**config.mk**
```make
export PLATFORM = sky130hd
export DESIGN_NAME = bab_ctrl
export DESIGN_NICKNAME = d
export VERILOG_FILES = /design/src/rtl/bab_pkg.sv /design/src/rtl/bab_ctrl.sv
export SDC_FILE = /design/constraint.sdc
export NUM_CORES = 1
export LEC_CHECK = 0
export BUFFER_PORTS_ARGS = -buffer_cell sky130_fd_sc_hd__buf_2
export CAP_MARGIN = 10
export CELL_PAD_IN_SITES_DETAIL_PLACEMENT = 1
export CELL_PAD_IN_SITES_GLOBAL_PLACEMENT = 1
export CORE_AREA = 2 2 39 41
export DETAILED_ROUTE_END_ITERATION = 12
export DIE_AREA = 0 0 41 43
export PLACE_DENSITY = 0.52
export SYNTH_ARGS = -nofsm -noshare
export SYNTH_HDL_FRONTEND = slang
export SYNTH_SLANG_ARGS = --single-unit
```
**constraint.sdc**
```tcl
create_clock -name clk_i -period 1.35 [get_ports clk_i]
set_input_delay 0.135 -clock clk_i [delete_from_list [all_inputs] [get_ports clk_i]]
set_output_delay 0.135 -clock clk_i [all_outputs]
set_load 0.02 [all_outputs]
```
**src/rtl/bab_pkg.sv**
```systemverilog
// Shared types and constants for the block allocation bitmap unit.
// No dependencies; imported by every module of the unit except bab_ram.
`timescale 1ns / 1ps

package bab_pkg;

  // Geometry of the used map
  localparam int MAX_BLOCKS = 4096;
  localparam int WORD_W     = 32;
  localparam int BIT_W      = $clog2(WORD_W);
  localparam int MAP_WORDS  = (MAX_BLOCKS + WORD_W - 1) / WORD_W;
  localparam int WADDR_W    = $clog2(MAP_WORDS);

  // Field widths
  localparam int REQ_W = 3;
  localparam int IDX_W = 12;
  localparam int CNT_W = 13;

  localparam logic [CNT_W-1:0] NB_RESET = CNT_W'(MAX_BLOCKS);

  typedef enum logic [REQ_W-1:0] {
    REQ_CHECK_READ = 3'd0,
    REQ_WRITE      = 3'd1,
    REQ_FREE       = 3'd2,
    REQ_FIND_FREE  = 3'd3,
    REQ_FORMAT     = 3'd4
  } bab_req_e;

  typedef enum logic [1:0] {
    ST_IDLE,
    ST_EVAL,
    ST_SEARCH
  } bab_state_e;

  typedef struct packed {
    logic [REQ_W-1:0] req_type;
    logic [IDX_W-1:0] block_index;
  } bab_req_t;

  typedef struct packed {
    logic             status;
    logic [IDX_W-1:0] found_index;
    logic             none_found;
    logic [CNT_W-1:0] free_count;
    logic [IDX_W-1:0] first_free;
    logic             first_free_valid;
  } bab_res_t;

  // Controller -> datapath
  typedef struct packed {
    logic load;
    logic eval;
    logic search;
    logic finish;
  } bab_cmd_t;

  // Datapath -> controller
  typedef struct packed {
    logic need_search;
    logic search_end;
  } bab_stat_t;

endpackage

```
**src/rtl/bab_ctrl.sv**
```systemverilog
// Request sequencer: idle, evaluate one map word, then scan words for a search.
// Depends on bab_pkg.
`timescale 1ns / 1ps

module bab_ctrl
  import bab_pkg::*;
(
  input  logic      clk_i,
  input  logic      rst_ni,
  input  logic      start,
  input  bab_stat_t stat_i,
  output bab_cmd_t  cmd_o,
  output logic      busy
);

  bab_state_e state_q, state_d;

  always_ff @(posedge clk_i or negedge rst_ni) begin
    if (!rst_ni) begin
      state_q <= ST_IDLE;
    end else begin
      state_q <= state_d;
    end
  end

  always_comb begin
    state_d = state_q;
    case (state_q)
      ST_IDLE: begin
        if (start) state_d = ST_EVAL;
      end
      ST_EVAL: begin
        state_d = stat_i.need_search ? ST_SEARCH : ST_IDLE;
      end
      ST_SEARCH: begin
        if (stat_i.search_end) state_d = ST_IDLE;
      end
      default: state_d = ST_IDLE;
    endcase
  end

  always_comb begin
    cmd_o = '0;
    busy  = 1'b1;
    case (state_q)
      ST_IDLE: begin
        busy       = 1'b0;
        cmd_o.load = start;
      end
      ST_EVAL: begin
        cmd_o.eval   = 1'b1;
        cmd_o.finish = !stat_i.need_search;
      end
      ST_SEARCH: begin
        cmd_o.search = 1'b1;
        cmd_o.finish = stat_i.search_end;
      end
      default: begin
        busy = 1'b1;
      end
    endcase
  end

endmodule

```
==> out/metrics.yaml, run 1 <==
outcome:
  status: "finished with violations"
  violations: "negative setup slack"
clocking:
  insertion_delay_ns: 0.22
  root_buffer: "clkbuf_4"
  cts_tree: "yes"
  htree_levels: 1
  cts.path.max_buffers: 2
  cts_sinks: 2
  cts.clk_slew.worst_paths_ns: 0.03
  cts_buffers: 3
timing:
  worst_slack_ns: -0.00958
  tightest_slew_ns: 0.147
  slew_violations: 0
  hold_violations: 0
  report.final.setup_viol: 1
  max_slew_margin_pct: 89.9
  period_needed_ns: 1.36
  skew_ns: 0.00175
  fin_crit_sh_pct: 101
  rsz0062_at_grt: "yes"
  clock.fmax_mhz: 736
  setup_tns_ns: -0.00958
  whs_ns: 0.188
die:
  rows: 14
  core_region_area_um2: 1380
  initial_utilization_pct: 14.6
  dieArea_um2: 1760
  fp.dieH_um: 43
  fp.dieW_um: 41
  io_pins: 10
route:
  detail-route-antenna-nets: 0
  avgViaCountPerCell: 3.68
  via_count: 206
  drc_errors: 0
  drtIter0Drc: 1
  wl_per_cell_um: 9.20
  dr.pass1.iters: 2
  wl_um: 515
cells_and_area:
  fillers: 162
  stdcell_area_um2: 383
  regMostFlops: "state_q"
  layout-drive-gt1-share_pct: 62.5
  largest_registers: "state_q (2)"
  largest_reg_flops: 2
  layout.cells.non_filler: 56
  fin_nets: 53
  syn2layout_area_growth_pct: 90.1
  antenna_cells: 0
pwr:
  p_leak_uw: 0.000195
  ir_worst_vdd_mv: 0.768
  powerDensity_nw_per_um2: 2350
placement:
  port-buffer-count: 9
  post-place-cells: 48
  place_congestion: 0.640
  detailed_place.area_um2: 289
  dpl.hpwl_um: 412
worst_setup_path:
  cp.required_ns: 1.22
  path_class: "reg -> out"
  worst-path-max-fanout: 2
  arrival_ns: 1.22
  endpoint_kind: "primary output"
  start_kind: "register"
synthesis:
  synth_cells: 20
  yosys.area.top_type_share_pct: 37.3
  syn_avg_cell_area_um2: 10.1
  synthesis.area_um2: 201
  synth_warnings: 0
  ys_top_cells_by_area: "ha_1 37%, dfrtp_1 25%, inv_1 7.5%, o22ai_2 6.2%, mux2_1 5.6%"
  ys_seq_area_share_pct: 24.8
  syn_nets: 31
  yosys.area.top_type: "ha_1"
  synth_seq_cells: 2
  ys_types: 10
global_route:
  grt_pass1_wl_um: 779
  grt_usage_pct: 6.73
  first_global_vias: 216
  grt.overflow.total: 0
  grt_max_degree: 5
  antenna_found_initial: 0
flow_run:
  cap_viol_max_count: 0
hold_path:
  min_path_type: "in -> reg"
through the flow:
step	util, %	power [µW]	setup slack (ns)
5_1_grt	27.7	996	-0.0761
3_5_place_dp	20.9	631	-0.0843
3_3_place_gp	20.9	612	-0.00674
6_report	27.7	900	-0.00958
2_1_floorplan	-	439	-0.0144
4_1_cts	27.7	924	-0.0213
path summary, 6_finish.rpt:
path | from | to | slack, ns | depth (start not counted)
max reg2reg | state_q[0] | state_q[0] | 0.02 | 5
min | stat_i[1] | state_q[1] | 0.19 | 3
max | state_q[1] | cmd_o[0] | -0.01 | 6
max in group asynchronous | rst_ni | state_q[0] | 1.03 | 2
min in group asynchronous | rst_ni | state_q[1] | 0.23 | 2
min reg2reg | state_q[0] | state_q[0] | 0.66 | 2
worst max-delay path, cell delays in order (launching register included):
cell      delay, ns
dfrtp_1        0.38
inv_2          0.08
buf_6          0.10
ha_4           0.11
nand2b_1       0.05
a21boi_1       0.13
buf_4          0.16
final cells by class:
| cell class | count | area [µm²] | share of cell area (%) |
|---|---|---|---|
| timing repair buffer | 17 | 114 | 29.7 |
| inverter | 4 | 15.0 | 3.92 |
| tap | 16 | 20.0 | 5.23 |
| multi-input combinational | 14 | 161 | 42.2 |
| sequential | 2 | 50.0 | 13.1 |
| clock buffer | 3 | 22.5 | 5.88 |
metal layers:
metal | GRT usage, % | wire length (µm) | vias up
li1 | - | - | 103
met1 | 4.82 | 200 | 94
met2 | 12.5 | 273 | 9
met3 | 4.71 | 42 | 0
met4 | 2.00 | 0 | 0
met5 | 0 | 0 | -
power by group:
part / switching, µW / total (µW) / leakage (µW) / internal (µW)
registers: 22.0 / 114 / 0.0000251 / 91.8
logic: 336 / 659 / 0.000156 / 324
clock network: 28.7 / 126 / 0.0000138 / 97.7
total: 387 / 900 / 0.000195 / 513
logic make-up after synthesis:
| group | synth area share [%] |
|---|---|
| simple gates | 9.94 |
| compound gates | 9.94 |
| flops | 24.8 |
| fa+ha+maj | 37.3 |
| mux | 10.6 |
| buf+inv | 7.45 |
repair_timing:
item | 4_1_cts | 5_1_grt
setup endpoints to repair | 3 | 3
hold endpoints to repair | 2 | 0
pin swaps | 2 | 0
gates resized for setup | 8 | 0
cloned | 0 | 0
hold buffers | 1 | 0
setup buffers | 4 | 0
layout by cell type, fill, tap and decap left out:
master | netlist | layout
dfrtp_1 | 2 | 2
nand2_1 | 2 | 2
dlygate4sd3_1 | 0 | 1
nand2b_1 | 1 | 1
inv_1 | 4 | 1
mux2_1 | 1 | 1
buf_4 | 0 | 7
buf_2 | 0 | 8
inv_2 | 0 | 3
buf_6 | 0 | 1
and2_1 | 1 | 1
a21boi_1 | 0 | 1
ha_4 | 0 | 2
mux2i_1 | 1 | 1
o22ai_2 | 1 | 1
clkbuf_4 | 0 | 3
ha_1 | 6 | 4
cells in the mapped netlist:
library cell	n
o22ai_2	1
nand2b_1	1
mux2_1	1
inv_1	4
mux2i_1	1
a21boi_0	1
nand2_1	2
dfrtp_1	2
ha_1	6
and2_1	1
Power figures use the tool's default switching activity.
==> run 2: changes to the inputs <==
PLACE_DENSITY = 0.51   (was 0.52)
clock period = 1.51 ns   (was 1.35 ns; I/O delays follow)
==> run 2 against run 1 <==
Clock skew fell by 0.0016 ns. The run now ends clean. Sequential power about the same. First-iteration DRC count down 100%. Hold slack improved by 0.0069 ns. Clock power fell by 8%. Critical endpoint unchanged. Power decreased by 26%.
==> out/metrics.yaml, run 2 (synthesis results as in run 1) <==
outcome:
  status: "completed"
timing:
  max_slew_margin_pct: 88.5  # -1.4 points
  worst_slack_ns: 0.0879  # +0.0975 ns
  fin_crit_sh_pct: 94.2
  slew_violations: 0  # unchanged
  period_needed_ns: 1.42
  skew_ns: 0.000195  # -0.00155 ns
  rsz0062_at_grt: "no"
  hold_violations: 0  # unchanged
  clock.fmax_mhz: 703
  report.final.setup_viol: 0  # -1
  tightest_slew_ns: 0.173  # +0.0254 ns
clocking:
  cts_tree: "yes"
  cts.clk_slew.worst_paths_ns: 0.03  # about the same
  cts_sinks: 2  # unchanged
  insertion_delay_ns: 0.22  # about the same
  cts_buffers: 3  # unchanged
  htree_levels: 1  # unchanged
  cts.path.max_buffers: 2  # unchanged
  root_buffer: "clkbuf_4"
cells_and_area:
  largest_registers: "state_q (2)"
  syn2layout_area_growth_pct: 59.0
  final_cell_mix: "8 x buf_2, 6 x ha_1, 3 x clkbuf_4"
  mostFrequentLayoutCell: "buf_2"
  fin_nets: 47  # -11%
  antenna_cells: 0  # unchanged
  utilization_pct: 23.1  # -4.5 points
  layout-drive-gt1-share_pct: 50.0  # -13 points
  regMostFlops: "state_q"
  largest_reg_flops: 2  # unchanged
route:
  dr.pass1.iters: 1  # -1
  avgViaCountPerCell: 3.64  # -1.0%
  wl_per_cell_um: 9.42  # +2.4%
  detail-route-antenna-nets: 0  # unchanged
  drc_errors: 0  # unchanged
  drtIter0Drc: 0  # -1
  wl_um: 471  # -8.5%
  via_count: 182  # -12%
worst_setup_path:
  endpoint_kind: "primary output"
  cp_num_buf_inv: 2  # -1
  cp_cell_sequence: "inv_2 -> ha_1 -> a21boi_2 -> buf_4"
  rrSetupSlack_ns: 0.12  # +0.10 ns
  cp.required_ns: 1.36  # +0.14 ns
  timing.rr.start: "state_q[0]"
  start_kind: "register"
  r2r-end: "state_q[0]"
  worst-path-max-fanout: 4  # +2
  cp_top_family: "flip-flops"
  critPathLaunch: "state_q[0]"
  slowest_delay_ns: 0.39  # about the same
  path_class: "reg -> out"
  arrival_ns: 1.27  # +0.05 ns
  critPathSlowestCell: "dfrtp_1"
  reg2reg_depth: 5  # unchanged
global_route:
  grt_pass1_wl_um: 717  # -8.0%
  antenna_found_initial: 0  # unchanged
  first_global_vias: 194  # -10%
  grt.overflow.total: 0  # unchanged
  grt_usage_pct: 6.33  # -0.40 points
  grt_max_degree: 6  # +1
placement:
  port-buffer-count: 9  # unchanged
  place_congestion: 0.562  # -12%
  place_ws_ns: -0.00731  # +0.0770 ns
  dpl.hpwl_um: 395  # -4.3%
hold_path:
  min_path_type: "in -> reg"
  min_delay_path_depth: 3  # unchanged
  hold_end: "state_q[1]"
  hp-start: "stat_i[1]"
pwr:
  powerDensity_nw_per_um2: 2080  # -11%
  ir_worst_vdd_mv: 0.523  # -32%
  p_leak_uw: 0.000165  # -15%
  power_uw: 667  # -26%
flow_run:
  cap_viol_max_count: 0  # unchanged
die:
  fp.dieW_um: 41  # unchanged
  core_region_area_um2: 1380  # unchanged
  rows: 14  # unchanged
  initial_utilization_pct: 14.6  # unchanged
  dieArea_um2: 1760  # unchanged
  fp.dieH_um: 43  # unchanged
  io_pins: 10  # unchanged
-- run 2: routing by layer --
layer	share of wire, %	global-route usage (%)	up-vias
li1	-	-	91
met1	45	7.72	81
met4	0	6.00	0
met3	9.6	1.57	0
met5	0	0	-
met2	45	8.44	10
-- run 2: cell type report --
type,instances,area (µm²)
Clock buffer,3,22.5
Sequential cell,2,50.0
Inverter,4,15.0
Tap cell,16,20.0
Timing Repair Buffer,11,65.1
Multi-Input combinational cell,14,148
Fill cell,163,1060
-- run 2: worst max path at each step --
| stage | endpoint | cells past startpoint |
|---|---|---|
| after floorplan | cmd_o[0] | 4 |
| after global placement | state_q[0] | 5 |
| after detailed placement | state_q[0] | 5 |
| after CTS | cmd_o[0] | 5 |
| after global routing | cmd_o[0] | 4 |
| final | cmd_o[0] | 4 |
-- run 2: tightest hold or removal path: stages --
cell	delay (ns)
buf_2	0.11
nand2_1	0.05
mux2i_1	0.06
-- run 2: per-stage QoR --
stage | cells | hold WS, ns | cell area, µm² | TNS (ns)
4_1_cts | 49 | 0.189 | 299 | 0
5_1_grt | 50 | 0.202 | 320 | 0
6_report | 50 | 0.194 | 320 | 0
2_1_floorplan | 20 | -0.145 | 201 | 0
3_5_place_dp | 45 | -0.0620 | 267 | -0.00731
3_3_place_gp | 45 | -0.0644 | 267 | 0
-- run 2: where the power goes --
part	leakage (µW)	internal [µW]	switching, µW	total (µW)
combinational	0.000126	186	252	439
clock	0.0000138	87.5	28.7	116
sequential	0.0000251	81.9	29.9	112
total	0.000165	356	311	667
-- run 2: repair_timing --
action,CTS,global route
resized for setup,1,4
hold buffers,1,0
setup buffers,0,1
gates cloned,0,0
endpoints found under the hold margin,2,0
pin swaps,0,1
endpoints found under the setup margin,1,2
==> run 3: changes to the inputs <==
CELL_PAD_IN_SITES_DETAIL_PLACEMENT = 0   (was 1)
CTS_BUF_LIST = sky130_fd_sc_hd__clkbuf_2 sky130_fd_sc_hd__clkbuf_4 sky130_fd_sc_hd__clkbuf_8   (was unset)
==> run 3 against run 2 <==
Global-route usage shrank 0.71 points. Clock power is essentially flat. Core utilization shrank 1.5 points. Power shrank 8.5%. Sequential cell count is the same. Non-clock buffer count shrank 1. Combinational power shrank 13%. Sequential share of layout area grew 1.1 points. Hold slack gained 0.0059 ns. Highest routed layer unchanged.
==> out/metrics.yaml, run 3 (synthesis results as in run 1) <==
outcome:
  status: "completed"
worst_setup_path:
  worst-path-max-fanout: 4  # unchanged
  rrSetupSlack_ns: 0.09  # -0.03 ns
  r2r-end: "state_q[0]"
  crit_end: "cmd_o[0]"
  cp_cell_sequence: "inv_2 -> ha_1 -> a21boi_1 -> buf_2"
  cp_top_family: "flip-flops"
  arrival_ns: 1.29  # +0.02 ns
  timing.rr.start: "state_q[0]"
  endpoint_kind: "primary output"
  cp.required_ns: 1.36  # about the same
  cp_num_cells: 4  # unchanged
  reg2reg_depth: 5  # unchanged
  start_kind: "register"
  path_class: "reg -> out"
  cp_num_buf_inv: 2  # unchanged
  critPathLaunch: "state_q[0]"
  slowest_delay_ns: 0.39  # about the same
  critPathSlowestCell: "dfrtp_1"
hold_path:
  min_path_type: "in -> reg"
timing:
  whs_ns: 0.200  # +0.00589 ns
  slew_violations: 0  # unchanged
  skew_ns: 0.00177  # +0.00157 ns
  tightest_slew_ns: 0.184  # +0.0117 ns
  clock.fmax_mhz: 693  # -1.5%
  setup_tns_ns: 0  # unchanged
  report.final.setup_viol: 0  # unchanged
  hold_violations: 0  # unchanged
  max_slew_margin_pct: 87.7  # -0.78 points
  fin_crit_sh_pct: 95.6  # +1.4 points
  period_needed_ns: 1.44  # +0.0218 ns
  rsz0062_at_grt: "no"
global_route:
  grt_pass1_wl_um: 621  # -13%
  antenna_found_initial: 0  # unchanged
  first_global_vias: 177  # -8.8%
  grt_max_degree: 6  # unchanged
  grt.overflow.total: 0  # unchanged
  grt_usage_pct: 5.62  # -0.71 points
die:
  core_region_area_um2: 1380  # unchanged
  fp.dieW_um: 41  # unchanged
  fp.dieH_um: 43  # unchanged
  dieArea_um2: 1760  # unchanged
  io_pins: 10  # unchanged
  rows: 14  # unchanged
  initial_utilization_pct: 14.6  # unchanged
clocking:
  cts_sinks: 2  # unchanged
  cts_setup_buffers: 0  # unchanged
  cts.clk_slew.worst_paths_ns: 0.03  # about the same
  insertion_delay_ns: 0.22  # about the same
  htree_levels: 1  # unchanged
  root_buffer: "clkbuf_4"
  cts_tree: "yes"
  cts_buffers: 3  # unchanged
  cts.path.max_buffers: 2  # unchanged
cells_and_area:
  largest_registers: "state_q (2)"
  antenna_cells: 0  # unchanged
  regMostFlops: "state_q"
  multi_input_area_um2: 136  # -7.6%
  layout-drive-gt1-share_pct: 45.5  # -4.5 points
  fillers: 146  # -10%
  syn2layout_area_growth_pct: 48.4
  mostFrequentLayoutCell: "buf_2"
  fin_nets: 46  # -2.1%
  final_cell_mix: "9 x buf_2, 6 x ha_1, 3 x clkbuf_4"
  largest_reg_flops: 2  # unchanged
  regArea_um2: 50.0  # unchanged
flow_run:
  cap_viol_max_count: 0  # unchanged
route:
  via_count: 171  # -6.0%
  dr.pass1.iters: 2  # +1
  wl_um: 432  # -8.3%
  detail-route-antenna-nets: 0  # unchanged
  drtIter0Drc: 4  # +4
  wl_per_cell_um: 8.82  # -6.4%
  drc_errors: 0  # unchanged
  avgViaCountPerCell: 3.49  # -4.1%
pwr:
  p_leak_uw: 0.000160  # -3.0%
  ir_worst_vdd_mv: 0.509  # -2.7%
  powerDensity_nw_per_um2: 2040  # -1.9%
placement:
  place_congestion: 0.562  # unchanged
  dpl.hpwl_um: 337  # -15%
  port-buffer-count: 9  # unchanged
## run 3: cell types whose count changed in the layout (fill, tap and decap cells not counted), sizes merged
cell | previous run | this run
buf | 10 | 9
## run 3: repair_timing
item	CTS	global route
hold buffers	1	0
endpoints found under the hold margin	2	0
setup endpoints to repair	0	2
resized for setup	0	2
## run 3: how the worst min path moves through the flow
stage                 end  slack, ns  cells past startpoint       from
2_1_floorplan  state_q[0]      -0.14                      0     rst_ni
3_3_place_gp   state_q[0]      -0.06                      1     rst_ni
3_5_place_dp   state_q[1]      -0.06                      1     rst_ni
4_1_cts        state_q[1]       0.19                      3  stat_i[1]
5_1_grt        state_q[1]       0.19                      3  stat_i[1]
6_report       state_q[1]       0.20                      3  stat_i[1]
## run 3: power by group
part / switching, µW / total (µW) / internal (µW) / leakage [µW]
clock: 29.4 / 117 / 87.6 / 0.0000138
combinational: 232 / 382 / 150 / 0.000121
sequential: 29.8 / 112 / 81.9 / 0.0000251
total: 291 / 610 / 320 / 0.000160
## run 3: per-stage QoR
stage                     total power, µW  cells  util [%]  setup WS (ns)  area, µm²
after global placement                471     45      19.3         0.0924        267
final                                 610     49      21.6         0.0661        299
after CTS                             620     49      21.6         0.0208        299
after floorplan                       385     20         -          0.130        201
after detailed placement              492     45      19.3         0.0369        267
after global routing                  669     49      21.6        0.00370        299
## run 3: cell type report
| cell class | instances | area share, % |
|---|---|---|
| sequential | 2 | 16.7 |
| timing repair buffer | 10 | 18.4 |
| multi-input combinational | 14 | 45.6 |
| tap | 16 | 6.69 |
| inverter | 4 | 5.02 |
| clock buffer | 3 | 7.53 |
## run 3: metal layers
metal	track usage (%)	vias up	share of wire, %
met5	0	-	0
met4	6.00	0	0
met3	3.14	0	13
met2	6.56	10	37
met1	6.41	71	50
li1	-	90	-
## run 3: tightest hold or removal path, cell delays in order
cell     delay, ns
buf_2         0.11
nand2_1       0.05
mux2i_1       0.06
